<file path="src/rtl/sbus_pkg.sv">
// Shared constants and types for the S.BUS frame decoder.
package sbus_pkg;

  localparam int FRAME_LEN     = 25;
  localparam int WIN_DEPTH     = FRAME_LEN - 1;
  localparam int FILL_W        = 5;
  localparam int PAYLOAD_BYTES = 22;
  localparam int NUM_CH        = 16;
  localparam int CH_BITS       = 11;
  localparam int CH_IDX_W      = 4;
  localparam int FRAME_W       = PAYLOAD_BYTES * 8;

  localparam logic [7:0] START_BYTE   = 8'h0F;
  localparam logic [7:0] END_BYTE     = 8'h00;
  localparam logic [7:0] ALT_END_RST  = 8'h04;

  localparam int          ADDR_W      = 3;
  localparam logic        REG_ALT_END = 1'b0;

  localparam logic [FILL_W-1:0]   FILL_FULL = FILL_W'(WIN_DEPTH);
  localparam logic [CH_IDX_W-1:0] LAST_CH   = CH_IDX_W'(NUM_CH - 1);

  typedef logic [FRAME_W-1:0] frame_t;

  typedef struct packed {
    logic full;
    logic empty;
  } q_stat_t;

  // Pick channel k out of the packed payload, LSB first.
  function automatic logic [CH_BITS-1:0] unpack_channel(
    input frame_t                 frame,
    input logic [CH_IDX_W-1:0]    k
  );
    logic [CH_BITS-1:0] v;
    v = '0;
    for (int i = 0; i < NUM_CH; i++) begin
      if (k == CH_IDX_W'(i)) begin
        v = frame[i*CH_BITS +: CH_BITS];
      end
    end
    return v;
  endfunction

endpackage

</file>
<file path="src/rtl/sbus_front.sv">
// Byte window, frame check and frame push toward the queue.
module sbus_front (
  input  logic                   clk,
  input  logic                   rst_n,
  input  logic                   in_valid,
  output logic                   in_ready,
  input  logic [7:0]             in_rx_byte,
  input  logic [7:0]             alt_end_byte,
  input  sbus_pkg::q_stat_t      q_stat,
  output logic                   push,
  output sbus_pkg::frame_t       push_frame
);
  import sbus_pkg::*;

  logic [7:0]        win_r [WIN_DEPTH];
  logic [FILL_W-1:0] fill_r;
  logic [FILL_W-1:0] fill_nxt;
  logic              acc;
  logic              complete;
  logic              frame_ok;

  assign in_ready = !q_stat.full;
  assign acc      = in_valid && in_ready;
  assign complete = (fill_r == FILL_FULL);
  assign frame_ok = complete && (win_r[0] == START_BYTE) &&
                    ((in_rx_byte == END_BYTE) || (in_rx_byte == alt_end_byte));
  assign push     = acc && frame_ok;

  always_comb begin
    for (int j = 0; j < PAYLOAD_BYTES; j++) begin
      push_frame[j*8 +: 8] = win_r[j+1];
    end
  end

  always_comb begin
    fill_nxt = fill_r;
    if (acc) begin
      if (!complete) begin
        fill_nxt = fill_r + 1'b1;
      end else if (frame_ok) begin
        fill_nxt = '0;
      end
    end
  end

  always_ff @(posedge clk) begin
    if (!rst_n) begin
      fill_r <= '0;
    end else begin
      fill_r <= fill_nxt;
    end
  end

  // Fill at the write position, or slide by one byte on a bad frame.
  always_ff @(posedge clk) begin
    if (acc) begin
      if (!complete) begin
        win_r[fill_r] <= in_rx_byte;
      end else if (!frame_ok) begin
        for (int i = 0; i < WIN_DEPTH - 1; i++) begin
          win_r[i] <= win_r[i+1];
        end
        win_r[WIN_DEPTH-1] <= in_rx_byte;
      end
    end
  end

  a_fill_range: assert property (@(posedge clk) disable iff (!rst_n)
    fill_r <= FILL_FULL)
    else $error("window fill count out of range");

  a_empty_after_frame: assert property (@(posedge clk) disable iff (!rst_n)
    push |=> fill_r == '0)
    else $error("window not emptied after a good frame");

  a_slide_keeps_full: assert property (@(posedge clk) disable iff (!rst_n)
    acc && complete && !frame_ok |=> fill_r == FILL_FULL)
    else $error("window lost bytes on resync");

endmodule

</file>
<file path="src/rtl/sbus_fq.sv">
// Small frame queue between the window and the channel unpacker.
module sbus_fq #(
  parameter int DEPTH = 2
) (
  input  logic                 clk,
  input  logic                 rst_n,
  input  logic                 push,
  input  sbus_pkg::frame_t     push_frame,
  input  logic                 pop,
  output sbus_pkg::frame_t     head,
  output sbus_pkg::q_stat_t    stat
);
  import sbus_pkg::*;

  localparam int PTR_W = (DEPTH > 1) ? $clog2(DEPTH) : 1;
  localparam int CNT_W = $clog2(DEPTH + 1);
  localparam logic [PTR_W-1:0] PTR_LAST = PTR_W'(DEPTH - 1);
  localparam logic [CNT_W-1:0] CNT_FULL = CNT_W'(DEPTH);

  frame_t            mem_r [DEPTH];
  logic [PTR_W-1:0]  wr_r;
  logic [PTR_W-1:0]  rd_r;
  logic [CNT_W-1:0]  cnt_r;

  assign stat.full  = (cnt_r == CNT_FULL);
  assign stat.empty = (cnt_r == '0);
  assign head       = mem_r[rd_r];

  always_ff @(posedge clk) begin
    if (!rst_n) begin
      wr_r  <= '0;
      rd_r  <= '0;
      cnt_r <= '0;
    end else begin
      if (push) begin
        wr_r <= (wr_r == PTR_LAST) ? '0 : wr_r + 1'b1;
      end
      if (pop) begin
        rd_r <= (rd_r == PTR_LAST) ? '0 : rd_r + 1'b1;
      end
      unique case ({push, pop})
        2'b10:   cnt_r <= cnt_r + 1'b1;
        2'b01:   cnt_r <= cnt_r - 1'b1;
        default: cnt_r <= cnt_r;
      endcase
    end
  end

  always_ff @(posedge clk) begin
    if (push) begin
      mem_r[wr_r] <= push_frame;
    end
  end

  a_no_overflow: assert property (@(posedge clk) disable iff (!rst_n)
    push |-> !stat.full)
    else $error("frame queue overflow");

  a_no_underflow: assert property (@(posedge clk) disable iff (!rst_n)
    pop |-> !stat.empty)
    else $error("frame queue underflow");

endmodule

</file>
<file path="src/rtl/sbus_back.sv">
// Channel unpacker: walks the head frame and drives the result register.
module sbus_back (
  input  logic                              clk,
  input  logic                              rst_n,
  input  sbus_pkg::frame_t                  head,
  input  sbus_pkg::q_stat_t                 q_stat,
  output logic                              pop,
  output logic                              out_valid,
  input  logic                              out_ready,
  output logic [sbus_pkg::CH_IDX_W-1:0]     out_channel_index,
  output logic [sbus_pkg::CH_BITS-1:0]      out_channel_value,
  output logic                              out_last_of_frame
);
  import sbus_pkg::*;

  logic [CH_IDX_W-1:0] ch_r;
  logic                out_valid_r;
  logic [CH_IDX_W-1:0] idx_r;
  logic [CH_BITS-1:0]  val_r;
  logic                last_r;
  logic                adv;

  assign adv = !q_stat.empty && (!out_valid_r || out_ready);
  assign pop = adv && (ch_r == LAST_CH);

  always_ff @(posedge clk) begin
    if (!rst_n) begin
      ch_r        <= '0;
      out_valid_r <= 1'b0;
    end else begin
      if (adv) begin
        ch_r        <= ch_r + 1'b1;
        out_valid_r <= 1'b1;
      end else if (out_ready) begin
        out_valid_r <= 1'b0;
      end
    end
  end

  always_ff @(posedge clk) begin
    if (adv) begin
      idx_r  <= ch_r;
      val_r  <= unpack_channel(head, ch_r);
      last_r <= (ch_r == LAST_CH);
    end
  end

  assign out_valid         = out_valid_r;
  assign out_channel_index = idx_r;
  assign out_channel_value = val_r;
  assign out_last_of_frame = last_r;

  // Inside a frame, once a channel is taken the next one is always ready on the following cycle.
  a_frame_unbroken: assert property (@(posedge clk) disable iff (!rst_n)
    out_valid_r && out_ready && !last_r
      |=> out_valid_r && (idx_r == $past(idx_r) + 1'b1))
    else $error("gap or skip inside a frame");

  a_pop_on_last: assert property (@(posedge clk) disable iff (!rst_n)
    pop |=> out_valid_r && last_r)
    else $error("frame released without its last channel");

endmodule

</file>
<file path="src/rtl/sbus_frame_decoder.sv">
// S.BUS frame decoder: one received byte per clock in, sixteen 11-bit channels out per good
// frame. A byte is taken every cycle while the frame queue (QUEUE_DEPTH frames) has room;
// in_ready drops only when it is full. Each good frame's channels leave through the output
// register one per cycle in channel order while out_ready is high, so at that rate a frame's
// 16 channels leave before the 25 bytes of the next frame can arrive. A byte that completes a
// window with a wrong start or end byte slides the window by one and yields nothing.
module sbus_frame_decoder #(
  parameter int QUEUE_DEPTH = 2
) (
  input  logic                              clk,
  input  logic                              rst_n,
  input  logic                              in_valid,
  output logic                              in_ready,
  input  logic [7:0]                        in_rx_byte,
  output logic                              out_valid,
  input  logic                              out_ready,
  output logic [sbus_pkg::CH_IDX_W-1:0]     out_channel_index,
  output logic [sbus_pkg::CH_BITS-1:0]      out_channel_value,
  output logic                              out_last_of_frame,
  input  logic                              psel,
  input  logic                              penable,
  input  logic                              pwrite,
  input  logic [sbus_pkg::ADDR_W-1:0]       paddr,
  input  logic [31:0]                       pwdata,
  output logic [31:0]                       prdata,
  output logic                              pready
);
  import sbus_pkg::*;

  logic [7:0] alt_end_r;
  logic       push;
  frame_t     push_frame;
  logic       pop;
  frame_t     head;
  q_stat_t    q_stat;

  assign pready = 1'b1;
  assign prdata = (paddr[2] == REG_ALT_END) ? {24'b0, alt_end_r} : 32'b0;

  always_ff @(posedge clk) begin
    if (!rst_n) begin
      alt_end_r <= ALT_END_RST;
    end else if (psel && penable && pwrite && (paddr[2] == REG_ALT_END)) begin
      alt_end_r <= pwdata[7:0];
    end
  end

  sbus_front u_front (
    .clk          (clk),
    .rst_n        (rst_n),
    .in_valid     (in_valid),
    .in_ready     (in_ready),
    .in_rx_byte   (in_rx_byte),
    .alt_end_byte (alt_end_r),
    .q_stat       (q_stat),
    .push         (push),
    .push_frame   (push_frame)
  );

  sbus_fq #(
    .DEPTH (QUEUE_DEPTH)
  ) u_fq (
    .clk        (clk),
    .rst_n      (rst_n),
    .push       (push),
    .push_frame (push_frame),
    .pop        (pop),
    .head       (head),
    .stat       (q_stat)
  );

  sbus_back u_back (
    .clk               (clk),
    .rst_n             (rst_n),
    .head              (head),
    .q_stat            (q_stat),
    .pop               (pop),
    .out_valid         (out_valid),
    .out_ready         (out_ready),
    .out_channel_index (out_channel_index),
    .out_channel_value (out_channel_value),
    .out_last_of_frame (out_last_of_frame)
  );

endmodule

</file>
<file path="config.mk">
export PLATFORM = sky130hd
export DESIGN_NAME = sbus_frame_decoder
export DESIGN_NICKNAME = d
export VERILOG_FILES = /design/src/rtl/sbus_pkg.sv /design/src/rtl/sbus_front.sv /design/src/rtl/sbus_fq.sv /design/src/rtl/sbus_back.sv /design/src/rtl/sbus_frame_decoder.sv
export SDC_FILE = /design/constraint.sdc
export NUM_CORES = 1
export LEC_CHECK = 0
export ABC_AREA = 0
export ABC_CLOCK_PERIOD_IN_PS = 12300
export BUFFER_PORTS_ARGS = -buffer_cell sky130_fd_sc_hd__clkbuf_2
export CAP_MARGIN = 40
export CORE_MARGIN = 2
export CORE_UTILIZATION = 50
export DETAILED_ROUTE_END_ITERATION = 8
export MAX_ROUTING_LAYER = met4
export PLACE_DENSITY = 0.69
export SYNTH_ARGS = -nofsm -noshare
export SYNTH_HDL_FRONTEND = slang
export SYNTH_SLANG_ARGS = --single-unit
</file>
<file path="constraint.sdc">
create_clock -name clk -period 12.3 [get_ports clk]
set_input_delay 2.46 -clock clk [delete_from_list [all_inputs] [get_ports clk]]
set_output_delay 2.46 -clock clk [all_outputs]
set_load 0.05 [all_outputs]
</file>
## Word level (Yosys, flattened, before mapping)

Memory sizes are Yosys's and may differ from the RTL's. A register that Yosys moved wholly into a read port is not among the register bits.
Cells that the tools add are included.

- Flip-flop bits (word level): 38
- Latch bits: 0
- RAM bits: 544
- ROM bits: 0
- Input bits: 50
- Output and inout bits: 51
- Logic and storage cells: 100
- Memories: 2

- $add $sub $neg: 6
- Multiply operators: 0
- Div/mod/pow operators: 0
- Order comparisons: 0
- Equality and inequality tests: 22
- Shifts and indexed selects: 0
- Mux-type cells: 38
- Bitwise operators: 1
- Reduce and logical (&&, ||, !) cells: 21

Memories:

| memory | words | bits a word | read ports | clocked after memory_dff | write ports | line | source |
|---|---|---|---|---|---|---|---|
| u_fq.mem_r | 2 | 176 | 1 | 1 | 1 | sbus_fq.sv:20 | `frame_t mem_r [DEPTH];` |
| u_front.win_r | 24 | 8 | 24 | 0 | 24 | sbus_front.sv:15 | `logic [7:0] win_r [WIN_DEPTH];` |

Operators by type and width:

| kind | number |
|---|---|
| 2-to-1 mux 11 bit | 16 |
| == test 4 bit, second input constant | 8 |
| == test 4 x 3 -> 1 bit, second input constant | 4 |
| 2-to-1 mux 1 bit | 16 |
| 2-to-1 mux 8 bit | 2 |
| 2-to-1 mux 5 bit | 3 |
| logical AND 1 bit | 9 |
| == test 4 x 2 -> 1 bit, second input constant | 2 |
| == test 8 x 4 -> 1 bit, second input constant | 1 |
| == test 8 bit | 1 |
| logical NOT 8 bit | 1 |
| OR reduction 8 bit | 1 |
| adder 5 x 1 -> 5 bit, second input constant | 1 |
| == test 5 bit, second input constant | 1 |
| adder 4 x 1 -> 4 bit, second input constant | 1 |
| == test 2 bit, second input constant | 2 |
| == test 4 x 1 -> 1 bit, second input constant | 1 |
| logical NOT 4 bit | 1 |
| one-hot mux 2 bit (2 select lines) | 1 |
| nonzero test 2 bit | 2 |
| logical NOT 1 bit | 3 |
| adder 1 bit, second input constant | 2 |
| adder 2 x 1 -> 2 bit, second input constant | 1 |
| == test 2 x 1 -> 1 bit, second input constant | 1 |
| other kinds (6) | 7 |

## Longest topological paths before layout

Gate-level depths: netlist (run 1).

- Depth in word-level cells: 17
- Depth in mapped cells: 10
- Mapped depth without buffers: 8

## Modules after synthesis

From an unflattened synthesis (run 1), not the netlist that was laid out.

- Cells, all modules: 1482
- Area, all modules: 24395.9 µm²

By module, submodules not included:

| module | times used | cells each | area an instance (µm²) |
|---|---|---|---|
| sbus_fq | 1 | 570 | 13012.5 |
| sbus_front | 1 | 530 | 8241.7 |
| sbus_back | 1 | 312 | 2546.2 |
| sbus_frame_decoder | 1 | 70 | 595.6 |

## Worst setup path after synthesis (run 1)

Ideal clock, no wire load.

- Path type: input-to-reg
- Start point: input in_rx_byte[2]
- End point: memory u_fq.mem_r[0][0] in the netlist's numbering (enable)
- Setup time: 0.717 ns
- Arrival: 10.551 ns
- Slack: 1.032 ns
- Cell stages on the path: 5
- Path buffers: 0
- Cell sequence: xnor2_1 nand4_1 o21ai_0 nand4_1 nor2_1

- Word-level cells in the longest chain between the ends: 6
- Elaborated cells between the ends (all ways): 7

Ends and longest elaborated chain:

| what | line | source |
|---|---|---|
| start: declaration | sbus_frame_decoder.sv:14 | `input logic [7:0] in_rx_byte,` |
| == test 8 bit / logical NOT 8 bit (equally long branches) | sbus_front.sv:26 | `((in_rx_byte == END_BYTE) \|\| (in_rx_byte == alt_end_byte));` |
| logical OR 1 bit * | sbus_front.sv:26 |  |
| logical AND 1 bit * | sbus_front.sv:25 | `assign frame_ok = complete && (win_r[0] == START_BYTE) &&` |
| logical AND 1 bit * | sbus_front.sv:27 | `assign push = acc && frame_ok;` |
| 2-to-1 mux 1 bit * | sbus_fq.sv:50 | `if (push) begin` |
| 2-to-1 mux 1 bit (not written as such) * | sbus_fq.sv:51 | `mem_r[wr_r] <= push_frame;` |
| end: declaration | sbus_fq.sv:20 |  |

Every way passes the cells marked *; elsewhere a longest branch is shown, timed or not.

==> out/metrics.cfg, run 1 <==
[final_layout]
multiInputGateArea_um2 = 6030
regArea_um2 = 17300
layout-drive-gt1-share_pct = 12.6
fill_cells = 3679
antennaDiodeCount = 0
syn_to_final_growth_pct = 10.0
stdcell_count = 2204
nets = 1605

[setup_path]
end_kind = flip-flop
critPathLaunchType = input port
crit_type = in2reg
rrSetupSlack_ps = 8040
cp.required_ps = 12710
path_delay_family = buffers and inverters
rr_worst_depth = 8
rr_startpoint = u_front.fill_r[0]
crit_top_cell = buf_4
cp_num_cells = 9
slowest_stage = buf_4
worstPathArrival_ps = 5970
reg2reg_to = u_front.win_r[13][1]
path_cells = clkbuf_2 > xnor2_1 > nand4_1 > o21ai_0 > a21boi_2 > and2_4 > buf_4 > buf_4 > a21o_1
path_buf_inv = 3
slowest_delay_ps = 820
path_max_fanout = 75

[clock_network]
clk_path_buf_depth = 3
cts_sinks = 583
clkTransAtPathRegs_ps = 60
cts.repair.resized = 0
cts-root-buf = clkbuf_16
cts_tree = yes
holdBufCountCts = 0
postCtsSetupRepairBufs = 0
clk_latency_ps = 600
htreeDepth = 2
cts_buffers = 54

[flow_run]
cap_violations = 0

[die]
die_width_um = 223
core_area_um2 = 47600
fp-row-count = 80
die_h_um = 223
dieArea_um2 = 49900
io_pins = 101
start_util_pct = 50.5

[synthesis]
yosys.area.top_type = edfxtp_1
synth.avg_cell_area_um2 = 15.9
synth_seq_cells = 583
ys_types = 59
syn-cell-area_um2 = 24100
netlist_top_cells_count = edfxtp_1 (560), a21o_1 (184), mux2i_1 (145)
ys_warn_count = 0
synth_top_area_share_pct = 69.8
syn_inst = 1511
async_reset_ff_share_pct = 0
synth_flop_cell = edfxtp_1
yosysSeqAreaShare_pct = 71.7
synth_edf_count = 560
yosys.cell_count.top_type = edfxtp_1
synth_area_leaders = edfxtp_1 (70%), mux2i_1 (6.0%), a21o_1 (5.7%)

[place]
hpwl_um = 34700
io_buffers = 49
placed_cells = 2105
gp_congestion = 0.882
dp_slack_ps = 6200

[status]
status = finished, final reports clean

[power]
power_mw = 3.82
power_leakage_nw = 9.27
powerDensity_nw_per_um2 = 144
peakVddDrop_mv = 0.166

[route]
drtAntennaViolNets = 0
first_iter_violations = 1566
wirelength_um = 54600
drtPass1Iterations = 5
routed_via_density = 6.04
drc_errors = 0
dr_total_vias = 13321
wire_per_inst_um = 24.8

[grt]
grt_usage_pct = 22.4
antenna_found_initial = 0
grt_pass1_vias = 12946
grt_pass1_wl_um = 81400
grt_max_degree = 177
gr-total-overflow = 0

[sta]
hold_viol = 0
setup_viol = 0
relSlewSlack_pct = 21.3
rsz0062_at_grt = no
finalWorstSetupSlack_ps = 6750
worst_pin_slew_ps = 1180
timing.final.crit_share_pct = 45.2
fin_skew_ps = 15.8
fin_setup_tns_ps = 0
timing.fmax_ghz = 0.180
hold_ws_ps = 473
period_minus_slack_ps = 5550
drv_slew = 0

[worst_hold_path]
whs_endpoint = u_fq.mem_r[0][141]
whs_path_depth = 0
hold_class = reg2reg
worstHoldStart = u_front.win_r[18][5]

==> registers in the layout, indices dropped and copies added, names as in the netlist, named ones only <==
| register | count |
|---|---|
| u_back.out_channel_index | 4 |
| u_front.win_r | 192 |
| u_fq.rd_r | 1 |
| u_back.out_last_of_frame | 1 |
| u_fq.wr_r | 1 |
| alt_end_r | 8 |
| u_back.out_valid | 1 |
| u_fq.cnt_r | 2 |
| u_fq.mem_r | 352 |
| u_back.ch_r | 4 |
| u_front.fill_r | 5 |
| u_back.out_channel_value | 11 |
==> per-layer routing <==
metal / vias to the layer above / track usage [%] / share of wire [%]
met1: 6777 / 31.1 / 43
li1: 5885 / - / -
met4: 0 / 7.18 / 2.7
met2: 577 / 35.1 / 48
met5: - / - / 0
met3: 82 / 2.48 / 6.7
==> power by group <==
| group | leakage (nW) | internal (mW) | switching, mW |
|---|---|---|---|
| Sequential | 5.24 | 2.16 | 0.00378 |
| Clock | 0.798 | 0.874 | 0.696 |
| Combinational | 3.24 | 0.0321 | 0.0591 |
==> kinds of logic (layout without fill, tap and decap cells) <==
group,after synthesis,after routing,share of synthesized area (%)
buffers and inverters,139,194,3.75
and+or+nand+nor,219,219,4.47
xor gates and xnor gates,14,14,0.509
adders and majority gates,9,9,0.468
other,2,25,0.0312
muxes,169,169,7.15
AOI/OAI and AO/OA,376,376,11.9
DFF,583,583,71.7
==> worst reg2reg max path, cell delays in order, from the launching register on <==
cell,delay [ps]
dfxtp_1,350
inv_1,110
ha_1,320
and3_1,330
a21boi_2,440
and2_4,580
buf_4,730
buf_4,880
a21o_1,350
==> layout make-up <==
type | instances | area share [%]
Clock buffer | 60 | 5.27
Multi-Input combinational cell | 812 | 22.8
Sequential cell | 583 | 65.2
Tap cell | 615 | 2.90
Timing Repair Buffer | 86 | 2.75
Clock inverter | 39 | 0.945
Inverter | 9 | 0.128
==> through the flow <==
stage / cell area [µm²] / utilization (%)
after global routing: 26500 / 55.6
final: 26500 / 55.6
after CTS: 26500 / 55.6
after global placement: 24500 / 51.5
after detailed placement: 24800 / 52.1
after floorplan: 24200 / -
==> cells in the final DEF (no fill, tap or decap), types with 10 or more instances in the layout <==
cell type and n:
a22oi_1 22, a211oi_1 11, dfxtp_1 22, a22o_1 31, o22ai_1 11, nand3_1 25, nand2_1 80, edfxtp_1 560
nor2b_1 25, o21ai_0 21, a311oi_1 10, mux2_2 24, nor2_1 37, conb_1 25, o211ai_1 11, clkbuf_16 55
mux2i_1 145, buf_4 22, a21o_1 184, clkbuf_2 49, xnor2_1 13, a31oi_1 32, and2_1 11, o221ai_1 10
clkinv_1 25
==> how the worst max path moves through the flow <==
stage / end / startpoint
after floorplan: u_fq.mem_r[0][0] / in_rx_byte[2]
after global placement: u_front.win_r[13][1] / in_rx_byte[0]
after detailed placement: u_front.win_r[13][1] / in_rx_byte[3]
after CTS: prdata[2] / paddr[2]
after global routing: u_front.win_r[13][1] / in_rx_byte[2]
final: u_front.win_r[13][1] / in_rx_byte[4]
Power figures use the tool's default switching activity.
==> run 2: changes to the inputs <==
- ABC_AREA: 0 -> 1
- ABC_CLOCK_PERIOD_IN_PS: 12300 -> 5100
- PLACE_DENSITY: 0.69 -> 0.71
- clock period: 12.3 -> 5.1 ns (I/O delays scaled with it)
==> out/metrics.cfg, run 2 <==
[status]
status = finished, final reports clean

[synthesis]
syn-cell-area_um2 = 24100  ; +0.14%
syn_inst = 2125  ; +41%
synth.avg_cell_area_um2 = 11.3  ; -29%
synth_seq_cells = 583  ; unchanged
synth_area_leaders = edfxtp_1 (70%), nand2_1 (11%), o21ai_0 (4.4%)
synth_edf_count = 560  ; unchanged
async_reset_ff_share_pct = 0  ; unchanged
yosysSeqAreaShare_pct = 71.7  ; -0.097 points
yosys.area.top_type = edfxtp_1
ys_types = 37  ; -37%
netlist_top_cells_count = nand2_1 (681), edfxtp_1 (560), inv_1 (224)
yosys.cell_count.top_type = nand2_1
ys_warn_count = 0  ; unchanged
synth_top_area_share_pct = 69.7  ; -0.094 points
synth_flop_cell = edfxtp_1

[final_layout]
syn_to_final_growth_pct = 12.0
max_flop_register = u_fq.mem_r
final_cell_mix = nand2_1 (681), edfxtp_1 (560), inv_1 (224)
stdcell_count = 2841  ; +29%
fill_cells = 3865  ; +5.1%
nets = 2240  ; +40%
largest_reg_flops = 352  ; unchanged
layout-drive-gt1-share_pct = 9.94  ; -2.7 points
layout_commonest_cell = nand2_1

[clock_network]
clk_path_buf_depth = 3  ; unchanged
htreeDepth = 2  ; unchanged
cts_buffers = 54  ; unchanged
clkTransAtPathRegs_ps = 70  ; about the same
cts_sinks = 583  ; unchanged
clk_latency_ps = 600  ; about the same
holdBufCountCts = 0  ; unchanged
cts.repair.resized = 0  ; unchanged
cts-root-buf = clkbuf_16
cts_tree = yes
postCtsSetupRepairBufs = 0  ; unchanged

[die]
core_area_um2 = 47600  ; unchanged
die_h_um = 224  ; about the same
die_width_um = 224  ; about the same
fp-row-count = 80  ; unchanged
start_util_pct = 50.6  ; +0.068 points
io_pins = 101  ; unchanged
dieArea_um2 = 50000  ; +0.13%

[sta]
worst_pin_slew_ps = 887  ; -293 ps
rsz0062_at_grt = no
finalWorstSetupSlack_ps = 1930  ; -4810 ps
timing.final.crit_share_pct = 62.1
relSlewSlack_pct = 40.5  ; +19 points
timing.fmax_ghz = 0.316
hold_viol = 0  ; unchanged
hold_ws_ps = 465  ; -7.60 ps
fin_skew_ps = 26.5  ; +10.7 ps
drv_slew = 0  ; unchanged
period_minus_slack_ps = 3170
setup_viol = 0  ; unchanged

[setup_path]
cp.required_ps = 5550  ; -7160 ps
end_kind = flip-flop
worstPathArrival_ps = 3620  ; -2350 ps
path_max_fanout = 11  ; -85%
crit_type = reg2reg
critPathLaunchType = flip-flop

[route]
drc_errors = 0  ; unchanged
first_iter_violations = 1664  ; +6.3%
drtAntennaViolNets = 0  ; unchanged
wire_per_inst_um = 18.8  ; -24%
wirelength_um = 53300  ; -2.5%
routed_via_density = 5.46  ; -9.7%
dr_total_vias = 15513  ; +16%
drtPass1Iterations = 6  ; +1

[grt]
antenna_found_initial = 2  ; +2
grt_max_degree = 79  ; -55%
grt_pass1_wl_um = 83600  ; +2.8%
grt_usage_pct = 22.2  ; -0.19 points
gr-total-overflow = 0  ; unchanged
grt_pass1_vias = 14994  ; +16%

[power]
power_leakage_nw = 10.5  ; +13%
powerDensity_nw_per_um2 = 348  ; +140%
peakVddDrop_mv = 0.319  ; +92%
power_mw = 9.41  ; +150%

[flow_run]
cap_violations = 0  ; unchanged

[place]
hpwl_um = 32300  ; -6.9%
io_buffers = 49  ; unchanged
dp_slack_ps = 1570  ; -4620 ps
gp_congestion = 0.826  ; -6.3%
placed_cells = 2740  ; +30%

[worst_hold_path]
hold_class = reg2reg

-- run 2: cell count changes in the layout (fill, tap and decap cells not counted), moves of 25 or more --
cell     delta
a21oi_1    +77
a31oi_1    +34
o21ai_0   +192
nor2b_1    -25
nand2_1   +601
inv_1     +215
a22o_1     -31
a21o_1    -184
mux2i_1   -145
-- run 2: per-stage QoR --
| stage | utilization, % | cell area (µm²) | TNS, ps |
|---|---|---|---|
| 2_1_floorplan | - | 24200 | -607330 |
| 3_3_place_gp | 52.6 | 25100 | 0 |
| 3_5_place_dp | 53.0 | 25300 | 0 |
| 4_1_cts | 56.7 | 27000 | 0 |
| 5_1_grt | 56.7 | 27000 | 0 |
| 6_report | 56.7 | 27000 | 0 |
-- run 2: area by class of cell --
type / count / area (µm²) / area share [%]
clock buffer: 66 / 1420 / 5.25
inverter: 228 / 861 / 3.19
multi-input combinational: 1199 / 5350 / 19.8
tap: 615 / 769 / 2.85
antenna: 2 / 5.00 / 0.0185
clock inverter: 33 / 333 / 1.23
timing repair buffer: 115 / 992 / 3.67
sequential: 583 / 17300 / 64.0
-- run 2: per-layer routing --
layer  global-route usage (%)  routed length, µm
met2                     34.6              25500
met3                     4.05               4280
met1                     30.2              22300
met5                        -                  0
met4                     6.49               1250
-- run 2: kinds of logic (layout without fill, tap and decap cells) --
kind of cell / count (synthesis) / count (layout) / synth area share (%)
other: 2 / 27 / 0.0311
DFF: 583 / 583 / 71.7
xor gates and xnor gates: 6 / 6 / 0.218
AOI/OAI and AO/OA: 380 / 380 / 8.44
buffers and inverters: 366 / 442 / 6.63
adders and majority gates: 9 / 9 / 0.467
and+or+nand+nor: 779 / 779 / 12.6
-- run 2: worst paths after layout --
| check | from | to | slack [ps] | cells after the start |
|---|---|---|---|---|
| setup / recovery | u_back.ch_r[1] | u_back.out_channel_value[3] | 1930 | 22 |
| hold / removal | u_front.win_r[5][1] | u_fq.mem_r[1][33] | 470 | 0 |
| setup reg to reg | u_back.ch_r[1] | u_back.out_channel_value[3] | 1930 | 22 |
| hold reg to reg | u_front.win_r[5][1] | u_fq.mem_r[1][33] | 470 | 0 |
-- run 2: critical path: stages (launching register included) --
cell	delay (ps)
dfxtp_1	510
inv_1	140
ha_1	200
inv_1	170
nand2_1	90
nor2_1	200
buf_4	230
nand2_1	90
nand3_1	120
nand2_1	90
nand2_1	80
nand2_1	100
nand2_1	100
nand2_1	70
nand2_1	100
nand2_1	80
nand2_1	90
nand2_1	90
nand2_1	100
nand2_1	100
nand2_1	80
nand2_1	70
nand2_1	110
-- run 2: power by group --
part	leakage [nW]	total [mW]	internal [mW]	switching, mW
Sequential	5.23	5.22	5.21	0.0102
Combinational	4.42	0.180	0.0389	0.141
Clock	0.854	4.01	2.32	1.69
Total	10.5	9.41	7.57	1.84
==> run 3: changes to the inputs <==
- ABC_AREA: 1 -> 0
- ABC_CLOCK_PERIOD_IN_PS: 5100 -> 3050
- PLACE_DENSITY: 0.71 -> 0.69
- clock period: 5.1 -> 3.05 ns (I/O delays scaled with it)
==> out/metrics.cfg, run 3 (same netlist as run 1, synthesis figures left out) <==
[setup_path]
path_cells = buf_4 > mux2_2 > nand2_1 > o221a_2 > a21oi_1 > a41o_1 > a41o_1
path_max_fanout = 19  ; +8
worstPathArrival_ps = 3210  ; -410 ps
path_delay_family = compound AO/OA/AOI/OAI gates
path_buf_inv = 1  ; -2
rr_startpoint = u_back.ch_r[2]
cp.required_ps = 3390  ; -2160 ps
crit_type = reg2reg
end_kind = flip-flop
critPathLaunchType = flip-flop
slowest_stage = dfxtp_1
rr_worst_depth = 7  ; -68%
rrSetupSlack_ps = 180  ; -1760 ps
crit_top_cell = a41o_1
reg2reg_to = u_back.out_channel_value[6]
slowest_delay_ps = 850  ; +340 ps

[route]
wirelength_um = 55400  ; +4.0%
wire_per_inst_um = 24.8  ; +32%
first_iter_violations = 1575  ; -5.3%
drtPass1Iterations = 7  ; +1
drc_errors = 0  ; unchanged
dr_total_vias = 13368  ; -14%
routed_via_density = 5.99  ; +9.8%
drtAntennaViolNets = 0  ; unchanged

[final_layout]
nets = 1632  ; -27%
largest_reg_flops = 352  ; unchanged
antennaDiodeCount = 0  ; -2
syn_to_final_growth_pct = 11.8
max_flop_register = u_fq.mem_r
fin_util_pct = 56.5  ; -0.18 points
layout_commonest_cell = edfxtp_1
final_cell_mix = edfxtp_1 (560), a21o_1 (184), mux2i_1 (145)
layout-drive-gt1-share_pct = 14.7  ; +4.8 points

[die]
die_width_um = 223  ; about the same
core_area_um2 = 47600  ; unchanged
start_util_pct = 50.5  ; -0.068 points
fp-row-count = 80  ; unchanged
die_h_um = 223  ; about the same
dieArea_um2 = 49900  ; -0.13%
io_pins = 101  ; unchanged

[sta]
period_minus_slack_ps = 2870  ; -295 ps
setup_viol = 0  ; unchanged
drv_slew = 0  ; unchanged
fin_skew_ps = 17.8  ; -8.74 ps
hold_viol = 0  ; unchanged
rsz0062_at_grt = no
finalWorstSetupSlack_ps = 177  ; -1760 ps
timing.final.crit_share_pct = 94.2  ; +32 points
relSlewSlack_pct = 42.8  ; +2.4 points
timing.fmax_ghz = 0.348  ; +10%
worst_pin_slew_ps = 856  ; -31.6 ps

[power]
powerDensity_nw_per_um2 = 593  ; +70%
power_leakage_nw = 9.49  ; -9.6%
peakVddDrop_mv = 0.464  ; +45%

[clock_network]
cts_buffers = 56  ; +3.7%
holdBufCountCts = 0  ; unchanged
postCtsSetupRepairBufs = 0  ; unchanged
clk_path_buf_depth = 3  ; unchanged
clk_latency_ps = 600  ; about the same
cts.repair.resized = 0  ; unchanged
cts_sinks = 583  ; unchanged
cts_tree = yes
htreeDepth = 2  ; unchanged
clkTransAtPathRegs_ps = 60  ; about the same
cts-root-buf = clkbuf_16

[status]
status = finished, final reports clean

[worst_hold_path]
whs_endpoint = alt_end_r[2]
whs_path_depth = 3  ; +3
worstHoldStart = pwdata[2]
hold_class = in2reg

[place]
dp_slack_ps = 208  ; -1370 ps
io_buffers = 49  ; unchanged
gp_congestion = 0.862  ; +4.4%
hpwl_um = 35900  ; +11%

[grt]
grt_max_degree = 78  ; -1.3%
grt_usage_pct = 22.8  ; +0.62 points
grt_pass1_wl_um = 81900  ; -2.0%
grt_pass1_vias = 13008  ; -13%
gr-total-overflow = 0  ; unchanged
antenna_found_initial = 0  ; -2

[flow_run]
cap_violations = 0  ; unchanged

## run 3: cell count changes in the layout (fill, tap and decap cells not counted), sizes merged, moves of 20 or more
cell,previous run,this run
o21ai,226,21
inv,229,11
a21o,0,184
nor2,61,41
nand2,683,80
nor2b,0,25
a22oi,0,22
mux2i,0,145
a31oi,66,32
mux2,0,24
a21oi,85,7
a22o,0,31
## run 3: how the worst max path moves through the flow
stage / from / to / slack, ps / cells past startpoint
after floorplan: in_rx_byte[4] / u_fq.mem_r[0][0] / -1380 / 5
after global placement: in_rx_byte[3] / u_front.win_r[1][4] / 190 / 9
after detailed placement: u_back.ch_r[2] / u_back.out_channel_value[6] / 210 / 7
after CTS: u_back.ch_r[2] / u_back.out_channel_value[6] / 170 / 7
after global routing: u_back.ch_r[1] / u_back.out_channel_value[6] / 90 / 7
final: u_back.ch_r[2] / u_back.out_channel_value[6] / 180 / 7
## run 3: layout make-up
| class | instances | area [µm²] |
|---|---|---|
| Fill cell | 3663 | 20700 |
| Sequential cell | 583 | 17300 |
| Multi-Input combinational cell | 812 | 6090 |
| Clock buffer | 78 | 1510 |
| Timing Repair Buffer | 111 | 957 |
| Tap cell | 615 | 769 |
| Clock inverter | 22 | 284 |
| Inverter | 9 | 33.8 |
## run 3: per-layer routing
| layer | global-route usage, % | routed length (µm) | up-vias |
|---|---|---|---|
| li1 | - | - | 5935 |
| met1 | 32.0 | 23700 | 6718 |
| met2 | 35.0 | 25800 | 625 |
| met3 | 3.09 | 4240 | 90 |
| met4 | 7.23 | 1580 | 0 |
| met5 | - | 0 | - |
## run 3: power by group
group / switching [mW] / leakage (nW) / total [mW] / internal [mW]
clock: 2.89 / 0.871 / 6.86 / 3.97
sequential: 0.0153 / 5.24 / 8.72 / 8.71
combinational: 0.242 / 3.38 / 0.373 / 0.131
total: 3.15 / 9.49 / 16.0 / 12.8
## run 3: metrics by stage
| stage | setup TNS [ps] | std cells | hold WS [ps] | power, mW | cell area, µm² |
|---|---|---|---|---|---|
| 2_1_floorplan | -477120 | 1534 | 420 | 9.17 | 24200 |
| 3_3_place_gp | 0 | 2125 | 450 | 9.24 | 25000 |
| 3_5_place_dp | 0 | 2130 | 459 | 9.26 | 25100 |
| 4_1_cts | 0 | 2230 | 227 | 16.0 | 26900 |
| 5_1_grt | 0 | 2230 | 244 | 16.3 | 26900 |
| 6_report | 0 | 2230 | 242 | 16.0 | 26900 |
## run 3: tightest hold or removal path, delay by kind of cell
family        cells  cell delay, ps
simple gates      2             110
buf+inv           1              80
